[src/rtl/core/assert_macros.svh]
// Assertion macros used by the top-level RTL file
`ifndef ASSERT_MACROS_SVH
`define ASSERT_MACROS_SVH

`ifndef NO_ASSERTIONS
// Property must hold at every clock edge outside reset
`define TTCW_ASSERT(name, clk, rst_n, prop) \
  name: assert property (@(posedge clk) disable iff (!rst_n) (prop)) \
    else $error("assertion failed");
// Condition must never be seen outside reset
`define TTCW_ASSERT_NEVER(name, clk, rst_n, cond) \
  name: assert property (@(posedge clk) disable iff (!rst_n) !(cond)) \
    else $error("forbidden condition seen");
`else
`define TTCW_ASSERT(name, clk, rst_n, prop)
`define TTCW_ASSERT_NEVER(name, clk, rst_n, cond)
`endif

`endif

[src/rtl/core/ttcw_pkg.sv]
// Package: geometry, character codes, payload and control types of the terminal cell writer
package ttcw_pkg;

  localparam int unsigned ROWS        = 16;
  localparam int unsigned COLS        = 40;
  localparam int unsigned ESC_BUF_LEN = 16;

  localparam int unsigned CELLS     = ROWS * COLS;
  localparam int unsigned ADDR_W    = $clog2(CELLS);
  localparam int unsigned ESC_CNT_W = $clog2(ESC_BUF_LEN);

  localparam int unsigned ROW_W  = 4;
  localparam int unsigned COL_W  = 6;
  localparam int unsigned CHAR_W = 7;
  localparam int unsigned BYTE_W = 8;

  localparam logic OP_WRITE = 1'b0;
  localparam logic OP_READ  = 1'b1;

  localparam logic [BYTE_W-1:0] BYTE_BS    = 8'h08;
  localparam logic [BYTE_W-1:0] BYTE_LF    = 8'h0A;
  localparam logic [BYTE_W-1:0] BYTE_CR    = 8'h0D;
  localparam logic [BYTE_W-1:0] BYTE_ESC   = 8'h1B;
  localparam logic [BYTE_W-1:0] BYTE_SPACE = 8'h20;
  localparam logic [BYTE_W-1:0] BYTE_TWO   = 8'h32;
  localparam logic [BYTE_W-1:0] BYTE_UC_A  = 8'h41;
  localparam logic [BYTE_W-1:0] BYTE_UC_J  = 8'h4A;
  localparam logic [BYTE_W-1:0] BYTE_UC_Z  = 8'h5A;
  localparam logic [BYTE_W-1:0] BYTE_LC_A  = 8'h61;
  localparam logic [BYTE_W-1:0] BYTE_LC_Z  = 8'h7A;
  localparam logic [BYTE_W-1:0] BYTE_DEL   = 8'h7F;

  localparam logic [CHAR_W-1:0] CHAR_SPACE = 7'h20;

  typedef struct packed {
    logic              op;
    logic [BYTE_W-1:0] byte_in;
    logic [ROW_W-1:0]  read_row;
    logic [COL_W-1:0]  read_col;
  } in_item_t;

  typedef struct packed {
    logic [CHAR_W-1:0] read_char;
    logic [ROW_W-1:0]  cursor_row;
    logic [COL_W-1:0]  cursor_col;
    logic              cell_written;
    logic [ROW_W-1:0]  written_row;
    logic [COL_W-1:0]  written_col;
    logic [CHAR_W-1:0] written_char;
    logic              scrolled;
    logic              cleared;
    logic              in_escape;
  } out_item_t;

  // controller -> datapath
  typedef struct packed {
    logic take;      // input transaction completes this cycle
    logic sweep_en;  // blank one cell at the sweep address
    logic out_load;  // move the pending result into the output register
  } ttcw_cmd_t;

  // datapath -> controller
  typedef struct packed {
    logic need_sweep;  // item at the input scrolls or clears
    logic sweep_last;  // sweep address is at its last cell
  } ttcw_sts_t;

  typedef enum logic [3:0] {
    ST_INIT  = 4'b0001,
    ST_IDLE  = 4'b0010,
    ST_BLANK = 4'b0100,
    ST_DONE  = 4'b1000
  } ctrl_state_e;

endpackage

[src/rtl/core/ttcw_ctrl.sv]
// Controller: sequences item intake, blanking sweeps and result handoff
module ttcw_ctrl
  import ttcw_pkg::*;
(
  input  logic      clk_i,
  input  logic      rst_ni,
  input  logic      in_valid_i,
  output logic      in_ready_o,
  output logic      out_valid_o,
  input  logic      out_ready_i,
  input  ttcw_sts_t sts_i,
  output ttcw_cmd_t cmd_o
);

  ctrl_state_e state_q, state_d;
  logic        out_valid_q, out_valid_d;

  always_comb begin
    state_d        = state_q;
    cmd_o          = '0;
    unique case (state_q)
      ST_INIT: begin
        cmd_o.sweep_en = 1'b1;
        if (sts_i.sweep_last) begin
          state_d = ST_IDLE;
        end
      end
      ST_IDLE: begin
        if (in_valid_i) begin
          cmd_o.take = 1'b1;
          state_d    = sts_i.need_sweep ? ST_BLANK : ST_DONE;
        end
      end
      ST_BLANK: begin
        cmd_o.sweep_en = 1'b1;
        if (sts_i.sweep_last) begin
          state_d = ST_DONE;
        end
      end
      ST_DONE: begin
        if (!out_valid_q || out_ready_i) begin
          cmd_o.out_load = 1'b1;
          state_d        = ST_IDLE;
        end
      end
      default: begin
        state_d = ST_INIT;
      end
    endcase
  end

  always_comb begin
    if (cmd_o.out_load) begin
      out_valid_d = 1'b1;
    end else if (out_ready_i) begin
      out_valid_d = 1'b0;
    end else begin
      out_valid_d = out_valid_q;
    end
  end

  always_ff @(posedge clk_i or negedge rst_ni) begin
    if (!rst_ni) begin
      state_q     <= ST_INIT;
      out_valid_q <= 1'b0;
    end else begin
      state_q     <= state_d;
      out_valid_q <= out_valid_d;
    end
  end

  assign in_ready_o  = (state_q == ST_IDLE);
  assign out_valid_o = out_valid_q;

endmodule

[config.mk]
export PLATFORM = sky130hd
export DESIGN_NAME = ttcw_ctrl
export DESIGN_NICKNAME = d
export VERILOG_FILES = /design/src/rtl/core/assert_macros.svh /design/src/rtl/core/ttcw_pkg.sv /design/src/rtl/core/ttcw_ctrl.sv
export SDC_FILE = /design/constraint.sdc
export NUM_CORES = 1
export LEC_CHECK = 0
export BUFFER_PORTS_ARGS = -buffer_cell sky130_fd_sc_hd__buf_4
export CAP_MARGIN = 0
export CORE_AREA = 2 2 39 41
export CTS_CLUSTER_SIZE = 14
export DETAILED_ROUTE_END_ITERATION = 6
export DIE_AREA = 0 0 41 43
export GPL_ROUTABILITY_DRIVEN = 0
export PLACE_DENSITY_LB_ADDON = 0.2
export SLEW_MARGIN = 20
export SYNTH_ARGS = -nofsm -noshare
export SYNTH_HDL_FRONTEND = slang
export SYNTH_SLANG_ARGS = --single-unit
export TNS_END_PERCENT = 20
[constraint.sdc]
create_clock -name clk_i -period 3 [get_ports clk_i]
set_input_delay 0 -clock clk_i [delete_from_list [all_inputs] [get_ports clk_i]]
set_output_delay 0 -clock clk_i [all_outputs]
set_load 0.005 [all_outputs]
## Yosys cells after proc, flatten, opt, wreduce, memory -nomap -nowiden

Cells that the tools add are included.

- Add/subtract/negate cells: 0
- Multiply operators: 0
- Div/mod/pow operators: 0
- Magnitude comparators: 0
- Equal/unequal tests: 8
- Shift operators: 0
- Multiplexer cells: 13
- Bitwise operators: 0
- Reduce and logical (&&, ||, !) cells: 5

Operator list:

| kind | count |
|---|---|
| 4-bit 2-to-1 mux | 5 |
| 4-bit one-hot mux with 4 select lines | 1 |
| 2-bit inequality test (second input constant) | 4 |
| 1-bit 2-to-1 mux | 7 |
| 4-bit by 1-bit equality test with 1-bit output (second input constant) | 1 |
| 4-bit by 2-bit equality test with 1-bit output (second input constant) | 1 |
| 4-bit by 3-bit equality test with 1-bit output (second input constant) | 1 |
| 4-bit equality test (second input constant) | 1 |
| 4-bit AND reduction | 1 |
| 2-bit nonzero test | 1 |
| 2-bit OR reduction | 1 |
| 1-bit zero test | 1 |
| 1-bit logical OR | 1 |

- Flip-flop bits (word level): 5
- Latch bits: 0
- Bits in writable memories: 0
- Memory bits (read-only): 0
- Input port bits: 6
- Output and inout bits: 5
- Word-level logic and storage cells: 28
- Memories kept: 0

## Longest topological paths before layout

Gate-level depths: netlist of run 1.

- Depth in word-level cells: 5
- Gate-level depth with buffers: 5
- Depth with buffers taken out: 3

## Worst setup path before layout of run 1

No wires, ideal clock.

- Path type: reg2reg
- Start point: reg state_q[2]
- End point: reg state_q[1]
- Library setup time: 0.110 ns
- Arrival: 1.107 ns
- Required time: 2.890 ns
- Slack: 1.783 ns
- Stages on the path, launching flop included: 5
- Buffers on the path: 1
- Clock period less this slack: 1.217 ns
- Cells stage by stage: dfrtp_1 buf_4 nor4b_4 or2b_1 o41ai_1

- Cells in the longest elaborated chain, start to end: 3
- Elaborated cells between the ends (all ways): 10
- Classes of those cells: 8 x eq/ne; 1 x mux; 1 x reduce/logical

Ends and longest elaborated chain:

| element | RTL line | source |
|---|---|---|
| start: declaration | ttcw_ctrl.sv:15 | `ctrl_state_e state_q, state_d;` |
| start signal: assignment | ttcw_ctrl.sv:67 | `state_q <= state_d;` |
| 4-bit by 2-bit equality test with 1-bit output * | - |  |
| named net in_ready_o | ttcw_ctrl.sv:8 | `output logic in_ready_o,` |
| 2-bit inequality test (no line) | - |  |
| 4-bit AND reduction (no line) | - |  |

The timed path passes the listed nets; every way through them passes the cells marked *.
A chain may end at the register's enable or synchronous reset.

==> results of run 1 <==
-- worst min-delay path by stage --
stage                  end  slack [ns]
6_report        state_q[1]        0.04
5_1_grt        out_valid_o        0.05
4_1_cts         state_q[1]        0.04
3_5_place_dp   out_valid_o       -0.19
3_3_place_gp    state_q[3]       -0.19
2_1_floorplan  out_valid_o       -0.30
-- power by group through the flow --
stage	logic [mW]	clock network [mW]	registers (mW)
final	0.124	0.0784	0.127
after global routing	0.136	0.0905	0.133
after CTS	0.126	0.0821	0.128
after detailed placement	0.124	0	0.129
after global placement	0.123	0	0.127
after floorplan	0.0928	0	0.112
-- kinds of logic (layout without fill, tap and decap cells) --
group	count (synthesis)	count (layout)	synth area share, %
flip-flops	5	5	36.5
buffers and inverters	4	17	6.86
AO/OA/AOI/OAI	7	7	13.4
AND/OR/NAND/NOR	17	17	38.3
XOR/XNOR	2	2	5.06
-- cell type report --
type / count / area share (%)
repair buffers: 12 / 20.3
well taps: 16 / 4.28
flip-flops and latches: 5 / 27.0
clock buffers: 4 / 5.61
multi-input cells: 26 / 42.0
inverters: 1 / 0.802
-- tightest hold or removal path, cell delays in order --
cell     delay (ns)
buf_4          0.09
or2b_1         0.09
o41ai_1        0.06
-- layer usage --
| layer | up-vias | track usage [%] |
|---|---|---|
| met2 | 9 | 14.4 |
| met4 | 0 | 8.00 |
| met1 | 135 | 13.6 |
| li1 | 149 | - |
| met3 | 0 | 1.57 |
| met5 | - | 0 |
-- state kept, by name, summed over array words and instances (netlist names) --
| signal | flops |
|---|---|
| out_valid_o | 1 |
| state_q | 4 |
-- cells in the final DEF, fill, tap and decap left out, drive strengths merged, types with 2 or more instances in the layout --
cell and n:
dfrtp 4, nor2 2, xnor2 2, nand2 2, nand4bb 2, buf 10, clkbuf 4, a21oi 3
dlygate4sd3 2, nor2b 3
-- metrics by stage --
stage               setup WS [ns]  power [mW]  cells  hold WS (ns)
global placement             1.70       0.250     58        -0.195
finish                       1.60       0.330     64        0.0434
global route                 1.52       0.360     64        0.0516
floorplan                    1.78       0.205     35        -0.296
CTS                          1.57       0.336     64        0.0371
detailed placement           1.69       0.252     58        -0.193
==> impl_results.md, run 1 <==
- Hold_buf cts: 2
- Share of the synthesized area in the top cell type: 28.9%
- Detailed Routing Iterations Pass 1: 3
- Sw Ratio: 34.1%
- Count of cell types in the netlist: 23
- Worst Setup EP: cmd_o[2]
- Met2 routed WL: 347 um
- Worst R2R End: state_q[1]
- Critical Path Max Stage Delay: 0.50 ns
- Critical Path Start: state_q[2]
- Largest area contributor in the netlist: dfrtp_1
- Clk_skew: 0.00725 ns
- Number of flops mapped to enable cells by yosys: 0
- Initial Util: 25.0%
- Die H: 43 um
- Resized Gates After CTS: 0
- Cell Rows: 14
- Max Cap Violations: 0
- Routed len/inst: 11.4 um
- PortBufs: 10
- First-pass GRT wire length: 1210 um
- Setup Fix Bufs, Post-CTS: 0
- Reg2Reg Depth: 3
- Status: completed
- Initial antenna violation count: 0
- Share of power burned in registers: 38.6%
- Most used DFF post-synth: dfrtp_1
- Clock Tree Buf Depth: 2
- Clk pwr share: 23.7%
- Critical path buffers and inverters: 1
- Fin. max-slew vios: 0
- R2r startpoint: state_q[2]
- Filler cell count: 148
- Total gr overflow: 0
- Design area: 468 um2
- Antenna diode count: 0
- Critical path startpoint category: register
- Slowest CP cell: dfrtp_1
- RSZ-0062 raised after global routing: no
- Post-synthesis register bit count: 5
- Slew @ Worst Pin: 0.363 ns
- Worst Hold Class: in -> reg
- YS warnings: 0
- Crit path depth: 3
- Num CTS Buffers: 3
- Pleak: 0.201 nW
- Internal Pwr Total: 0.218 mW
- Comb pwr share: 37.7%
- Rel. slew slack: 75.8%
- Final Critical Period: 1.40 ns
- Crit-path max FO: 9
- Worst hold start: in_valid_i
- WL final: 729 um
- Syn avg cell area: 9.90 um2
- Vias: 293
- Multi-input logic area: 196 um2
- Clk sinks: 5
- Seq/Total Area, Yosys: 36.5%
- Root buffer cell: clkbuf_4
- Core Region: 1380 um2
- Final hold violation count: 0
- Worst-path cell chain: nor4b_4 -> and2_4 -> buf_4
- Residual DRC: 0
- Commonest cells post-synth: dfrtp_1, a21oi_1, nor2b_1
- Worst setup EP type: output pin
- Required time of the critical path: 3.00 ns
- CTS tree: built
- Reg2reg setup slack: 1.70 ns
- Met3 WL: 37 um
- WS Path Type: reg -> out
- Share of cells above drive strength 1: 37.5%
- Nets: 55
- Area after DPL: 422 um2
- Die width: 41 um
- Final TNS setup: 0 ns
- Hold Crit Depth: 3
- Clk_lat worst skew: 0.24 ns
- Io pins: 11
- GR Util All Layers: 10.4%
- Post-DP HPWL: 546 um
- Max frequency: 0.712 GHz
- Area Overhead vs Synth: 35.0%
- Netlist Area Pre-Place: 347 um2
- Largest delay contributor family on the critical path: simple AND/OR/NAND/NOR gates
- Highest metal used: met3
- Switch Pwr: 0.113 mW
- Die Footprint: 1760 um2
- Most frequent cell after synthesis: dfrtp_1
- Core Util, Final: 33.8%
- CP Data Arrival Time: 1.40 ns
- Endpoints failing setup: 0
- Syn Nets: 41
- Vias in the first global route: 284
- 1st-iter DRT viols: 3
- Met1 WL: 344 um
- Worst vdd ir: 0.278 mV
- Mapped Cells: 35
- Pin count of the biggest net entering global routing: 10
- Synth top area cells: dfrtp_1, dfstp_2, nor4b_4, nand4bb_1, nor2b_1
- Power per Cell Area: 706 nW/um2
- Worst-path clk slew: 0.04 ns
- H-tree depth: 1
- Via density: 4.58
- Fraction of registers with async set/reset: 100%
- Seq. cell area: 126 um2
- Crit share post-route: 46.8%
- Post-route ant nets: 0
Note: power is estimated with default switching activity, not from simulation.
==> run 2, diff against run 1 <==
--- a/config.mk
+++ b/config.mk
@@ -5,6 +5,7 @@
 export SDC_FILE = /design/constraint.sdc
 export NUM_CORES = 1
 export LEC_CHECK = 0
+export ABC_AREA = 1
 export BUFFER_PORTS_ARGS = -buffer_cell sky130_fd_sc_hd__buf_4
 export CAP_MARGIN = 0
 export CORE_AREA = 2 2 39 41
==> constraint.sdc (replaced) <==
create_clock -name clk_i -period 1.4 [get_ports clk_i]
set_input_delay 0 -clock clk_i [delete_from_list [all_inputs] [get_ports clk_i]]
set_output_delay 0 -clock clk_i [all_outputs]
set_load 0.005 [all_outputs]
==> impl_results.md, run 2 <==
- Die H: 43 um
- Post-synthesis register bit count: 5
- Rel. slew slack: 85.7%
- Clk sinks: 5
- WS Path Type: reg -> out
- 1st-iter DRT viols: 8
- Crit-path max FO: 3
- GR Util All Layers: 11.9%
- Max Cap Violations: 0
- Commonest cells post-synth: nand2_1, inv_1, nand3_1, nor2_2, dfrtp_1
- Worst-path clk slew: 0.04 ns
- Commonest non-fill, non-tap cells in the layout: buf_4, nand2_1, inv_1
- Clock Tree Buf Depth: 2
- Worst Hold Class: in -> reg
- Worst setup EP type: output pin
- Cell mode on critical path: nand2_4
- Setup Fix Bufs, Post-CTS: 0
- Max FFs per register: 4
- WL final: 690 um
- Core Region: 1380 um2
- Share of the synthesized area in the top cell type: 28.9%
- Core Util, Final: 35.4%
- Critical Path Max Stage Delay: 0.55 ns
- DP Worst Slack: 0.214 ns
- Count of cell types in the netlist: 15
- Fraction of registers with async set/reset: 100%
- Power per Cell Area: 1710 nW/um2
- Syn Nets: 52
- Vias in the first global route: 342
- Nets: 69
- Via density: 4.14
- Mapped Cells: 46
- Multi-input logic area: 179 um2
- Pleak: 0.279 nW
- Area after DPL: 434 um2
- Post-route insts no fill: 78
- Initial Util: 25.0%
- Post-DP HPWL: 572 um
- Syn avg cell area: 7.53 um2
- Cell Rows: 14
- Most frequent cell after synthesis: nand2_1
- Netlist Area Pre-Place: 347 um2
- Seq/Total Area, Yosys: 36.5%
- Worst-path cell chain: inv_1 -> nor2_2 -> nand2_4 -> nand2_4 -> buf_4
- Worst vdd ir: 0.597 mV
- Vias: 323
- Post-route ant nets: 0
- Initial antenna violation count: 0
- Fin. max-slew vios: 0
- Endpoints failing setup: 0
- Crit share post-route: 87.7%
- Seq. cell area: 126 um2
- Die Footprint: 1760 um2
- Final hold violation count: 0
- Largest area contributor in the netlist: dfrtp_1
- Max frequency: 0.814 GHz
- Pin count of the biggest net entering global routing: 6
- Routed len/inst: 8.85 um
- Residual DRC: 0
- Placed cells: 71
- Status: completed
- Root buffer cell: clkbuf_4
- PortBufs: 10
- Detailed Routing Iterations Pass 1: 4
- Synth top area cells: dfrtp_1, nand2_1, nand2_4, nor2_2, nand3_1
- Clk_skew: 0.00146 ns
- Final Critical Period: 1.23 ns
- Filler cell count: 168
- Number of flops mapped to enable cells by yosys: 0
- First-pass GRT wire length: 1350 um
- RSZ-0062 raised after global routing: no
- Most common cell after layout, fill and taps aside: buf_4
- H-tree depth: 1
- Area Overhead vs Synth: 41.5%
- Die width: 41 um
- CTS tree: built
- Io pins: 11
- Most used DFF post-synth: dfrtp_1
- Slew @ Worst Pin: 0.214 ns
- Required time of the critical path: 1.40 ns
- Slowest CP cell: dfstp_2
- Resized Gates After CTS: 0
- Num CTS Buffers: 3
- Critical path startpoint category: register
- Total gr overflow: 0
- YS warnings: 0
- Tot Pwr: 0.841 mW
- Final TNS setup: 0 ns
- Antenna diode count: 0
- Final setup margin: 0.172 ns
- Clk_lat worst skew: 0.24 ns
- Share of cells above drive strength 1: 41.9%
- Design area: 490 um2
- CP Data Arrival Time: 1.23 ns
- Most flops, register: state_q
- Worst hold slack: 0.0748 ns
-- run 2: layout make-up --
class                           instances  area share, %
Tap cell                               16           4.08
Clock buffer                            4           5.36
Inverter                                9           6.89
Sequential cell                         5           25.8
Multi-Input combinational cell         31           36.5
Timing Repair Buffer                   13           21.4
-- run 2: worst max-delay path: cells and delay by family, from the launching register on --
family                 cells  cell delay (ns)
DFF                        1             0.55
and+or+nand+nor            3             0.29
buffers and inverters      2             0.16
-- run 2: final timing paths --
check                      cells past startpoint  slack (ns)   startpoint     endpoint
hold reg to reg                                2        0.56  out_valid_o  out_valid_o
min in group asynchronous                      2        0.10       rst_ni  out_valid_o
hold / removal                                 4        0.07   in_valid_i   state_q[1]
setup reg to reg                               7        0.22   state_q[0]   state_q[3]
max in group asynchronous                      2        1.11       rst_ni   state_q[0]
setup / recovery                               5        0.17   state_q[0]     cmd_o[1]
-- run 2: logic make-up after synthesis --
kind of cell | synth area share, %
AOI/OAI and AO/OA | 3.25
buffers and inverters | 11.9
DFF | 36.5
and+or+nand+nor | 48.4
-- run 2: metal layers --
layer	wire length [um]	vias to the layer above	GRT usage, %
li1	-	172	-
met3	10	0	3.14
met1	309	147	15.7
met2	371	4	15.3
met4	0	0	10.0
met5	0	-	0
-- run 2: power by group --
| group | total (mW) | switching, mW | internal (mW) |
|---|---|---|---|
| combinational | 0.425 | 0.237 | 0.187 |
| sequential | 0.254 | 0.0509 | 0.203 |
| clock | 0.163 | 0.0552 | 0.107 |
| total | 0.841 | 0.343 | 0.498 |
-- run 2: timing repair --
action	4_1_cts	5_1_grt
hold buffers	3	0
setup endpoints to repair	0	0
endpoints found under the hold margin	7	0
==> run 3, diff against run 2 <==
==> constraint.sdc (replaced) <==
create_clock -name clk_i -period 1.23 [get_ports clk_i]
set_input_delay 0 -clock clk_i [delete_from_list [all_inputs] [get_ports clk_i]]
set_output_delay 0 -clock clk_i [all_outputs]
set_load 0.005 [all_outputs]
==> impl_results.md, run 3 (synthesis gave the netlist of run 2 again) <==
- Status: completed
- Initial Util: 25.0%
- Vias: 332
- Max FFs per register: 4
- Slowest CP cell: dfstp_2
- Clk_skew: 0.00467 ns
- Io pins: 11
- Worst setup EP type: output pin
- PortBufs: 10
- Worst-path clk slew: 0.04 ns
- Highest metal used: met3
- Total gr overflow: 0
- Slew @ Worst Pin: 0.172 ns
- First-pass GRT wire length: 1260 um
- CP Data Arrival Time: 1.23 ns
- GR Util All Layers: 11.3%
- Die width: 41 um
- Die Footprint: 1760 um2
- Vias in the first global route: 306
- Required time of the critical path: 1.23 ns
- RSZ-0062 raised after global routing: yes
- Area Overhead vs Synth: 52.7%
- Worst Setup EP: cmd_o[1]
- Pleak: 0.289 nW
- Worst R2R End: state_q[0]
- Multi-input logic area: 201 um2
- Filler cell count: 157
- Share of cells above drive strength 1: 51.6%
- 1st-iter DRT viols: 7
- Core Region: 1380 um2
- Clk_lat worst skew: 0.24 ns
- Crit-path max FO: 3
- Max frequency: 0.813 GHz
- Max Cap Violations: 0
- Clk sinks: 5
- Reg2Reg Depth: 5
- Pin count of the biggest net entering global routing: 6
- Post-route insts no fill: 80
- Met2 routed WL: 388 um
- Detailed Routing Iterations Pass 1: 2
- Final Critical Period: 1.23 ns
- Most flops, register: state_q
- Clock Tree Buf Depth: 2
- Worst Hold Class: in -> reg
- Critical Path Start: state_q[0]
- Final TNS setup: 0 ns
- Commonest non-fill, non-tap cells in the layout: buf_4, nand2_1, inv_1, nand3_1
- CTS tree: built
- Critical Path Max Stage Delay: 0.59 ns
- Antenna diode count: 0
- WL final: 732 um
- WS Path Type: reg -> out
- Placed cells: 71
- Num CTS Buffers: 3
- R2r startpoint: state_q[0]
- Seq. cell area: 128 um2
- Worst-path cell chain: inv_2 -> nor2_4 -> nand2_4 -> nand2_4 -> buf_4
- Root buffer cell: clkbuf_4
- Cell mode on critical path: nand2_4
- Final hold violation count: 0
- Die H: 43 um
- Via density: 4.15
- Cell Rows: 14
- Routed len/inst: 9.15 um
- Met1 WL: 333 um
- Rel. slew slack: 88.5%
- Crit share post-route: 100%
- Endpoints failing setup: 0
- Met3 WL: 10 um
- H-tree depth: 1
- Worst vdd ir: 0.743 mV
- Residual DRC: 0
- Post-DP HPWL: 531 um
- Initial antenna violation count: 0
- Critical path startpoint category: register
- Most common cell after layout, fill and taps aside: buf_4
- Reg2reg setup slack: 0.04 ns
- Nets: 71
- Power per Cell Area: 2070 nW/um2
- Post-route ant nets: 0
- Fin. max-slew vios: 0
## run 3: cell types whose count changed in the layout (fill, tap and decap cells not counted), sizes merged
| cell | delta |
|---|---|
| buf | +2 |
## run 3: how the worst min path moves through the flow
stage / startpoint / slack (ns) / cells past startpoint / to
after detailed placement: rst_ni / -0.20 / 1 / out_valid_o
after global routing: in_valid_i / 0.08 / 4 / state_q[1]
final: in_valid_i / 0.07 / 4 / state_q[1]
after CTS: in_valid_i / 0.06 / 4 / state_q[1]
after floorplan: rst_ni / -0.30 / 0 / out_valid_o
after global placement: rst_ni / -0.20 / 1 / out_valid_o
## run 3: layer usage
metal	GRT usage (%)	up-vias
li1	-	179
met1	15.0	149
met2	13.1	4
met3	4.71	0
met4	10.0	0
met5	0	-
## run 3: layout make-up
class	count	share of cell area, %
inverters	9	6.38
repair buffers	15	22.7
flip-flops and latches	5	24.1
clock buffers	4	4.96
multi-input cells	31	38.1
well taps	16	3.78
## run 3: per-stage QoR
stage                     utilization, %  setup slack, ns  hold WS, ns  cell area [um2]  power (mW)
after floorplan                        -            0.116       -0.296              347       0.631
after global placement              31.4           0.0587       -0.197              434       0.778
after detailed placement            31.4           0.0610       -0.196              434       0.774
after CTS                           36.1          -0.0133       0.0609              499        1.01
after global routing                38.2          -0.0622       0.0812              529        1.19
final                               38.2        0.0000916       0.0677              529        1.10
## run 3: critical path: cells and delay by family, from the launching register on
kind,cells,cell delay (ns)
flip-flops,1,0.59
AND/OR/NAND/NOR,3,0.23
buffers and inverters,2,0.17
## run 3: what timing repair did
item / CTS / global route
setup buffers: 1 / 1
hold buffers: 3 / 0
endpoints found under the setup margin: 2 / 8
pin swaps: 3 / 1
hold endpoints to repair: 7 / 0
gates resized for setup: 2 / 6
## run 3: where the power goes
group          switching, mW  leakage (nW)  internal, mW  total (mW)
sequential            0.0777        0.0628         0.233       0.311
combinational          0.320         0.211         0.276       0.596
clock                 0.0661        0.0150         0.123       0.189
total                  0.464         0.289         0.631        1.10
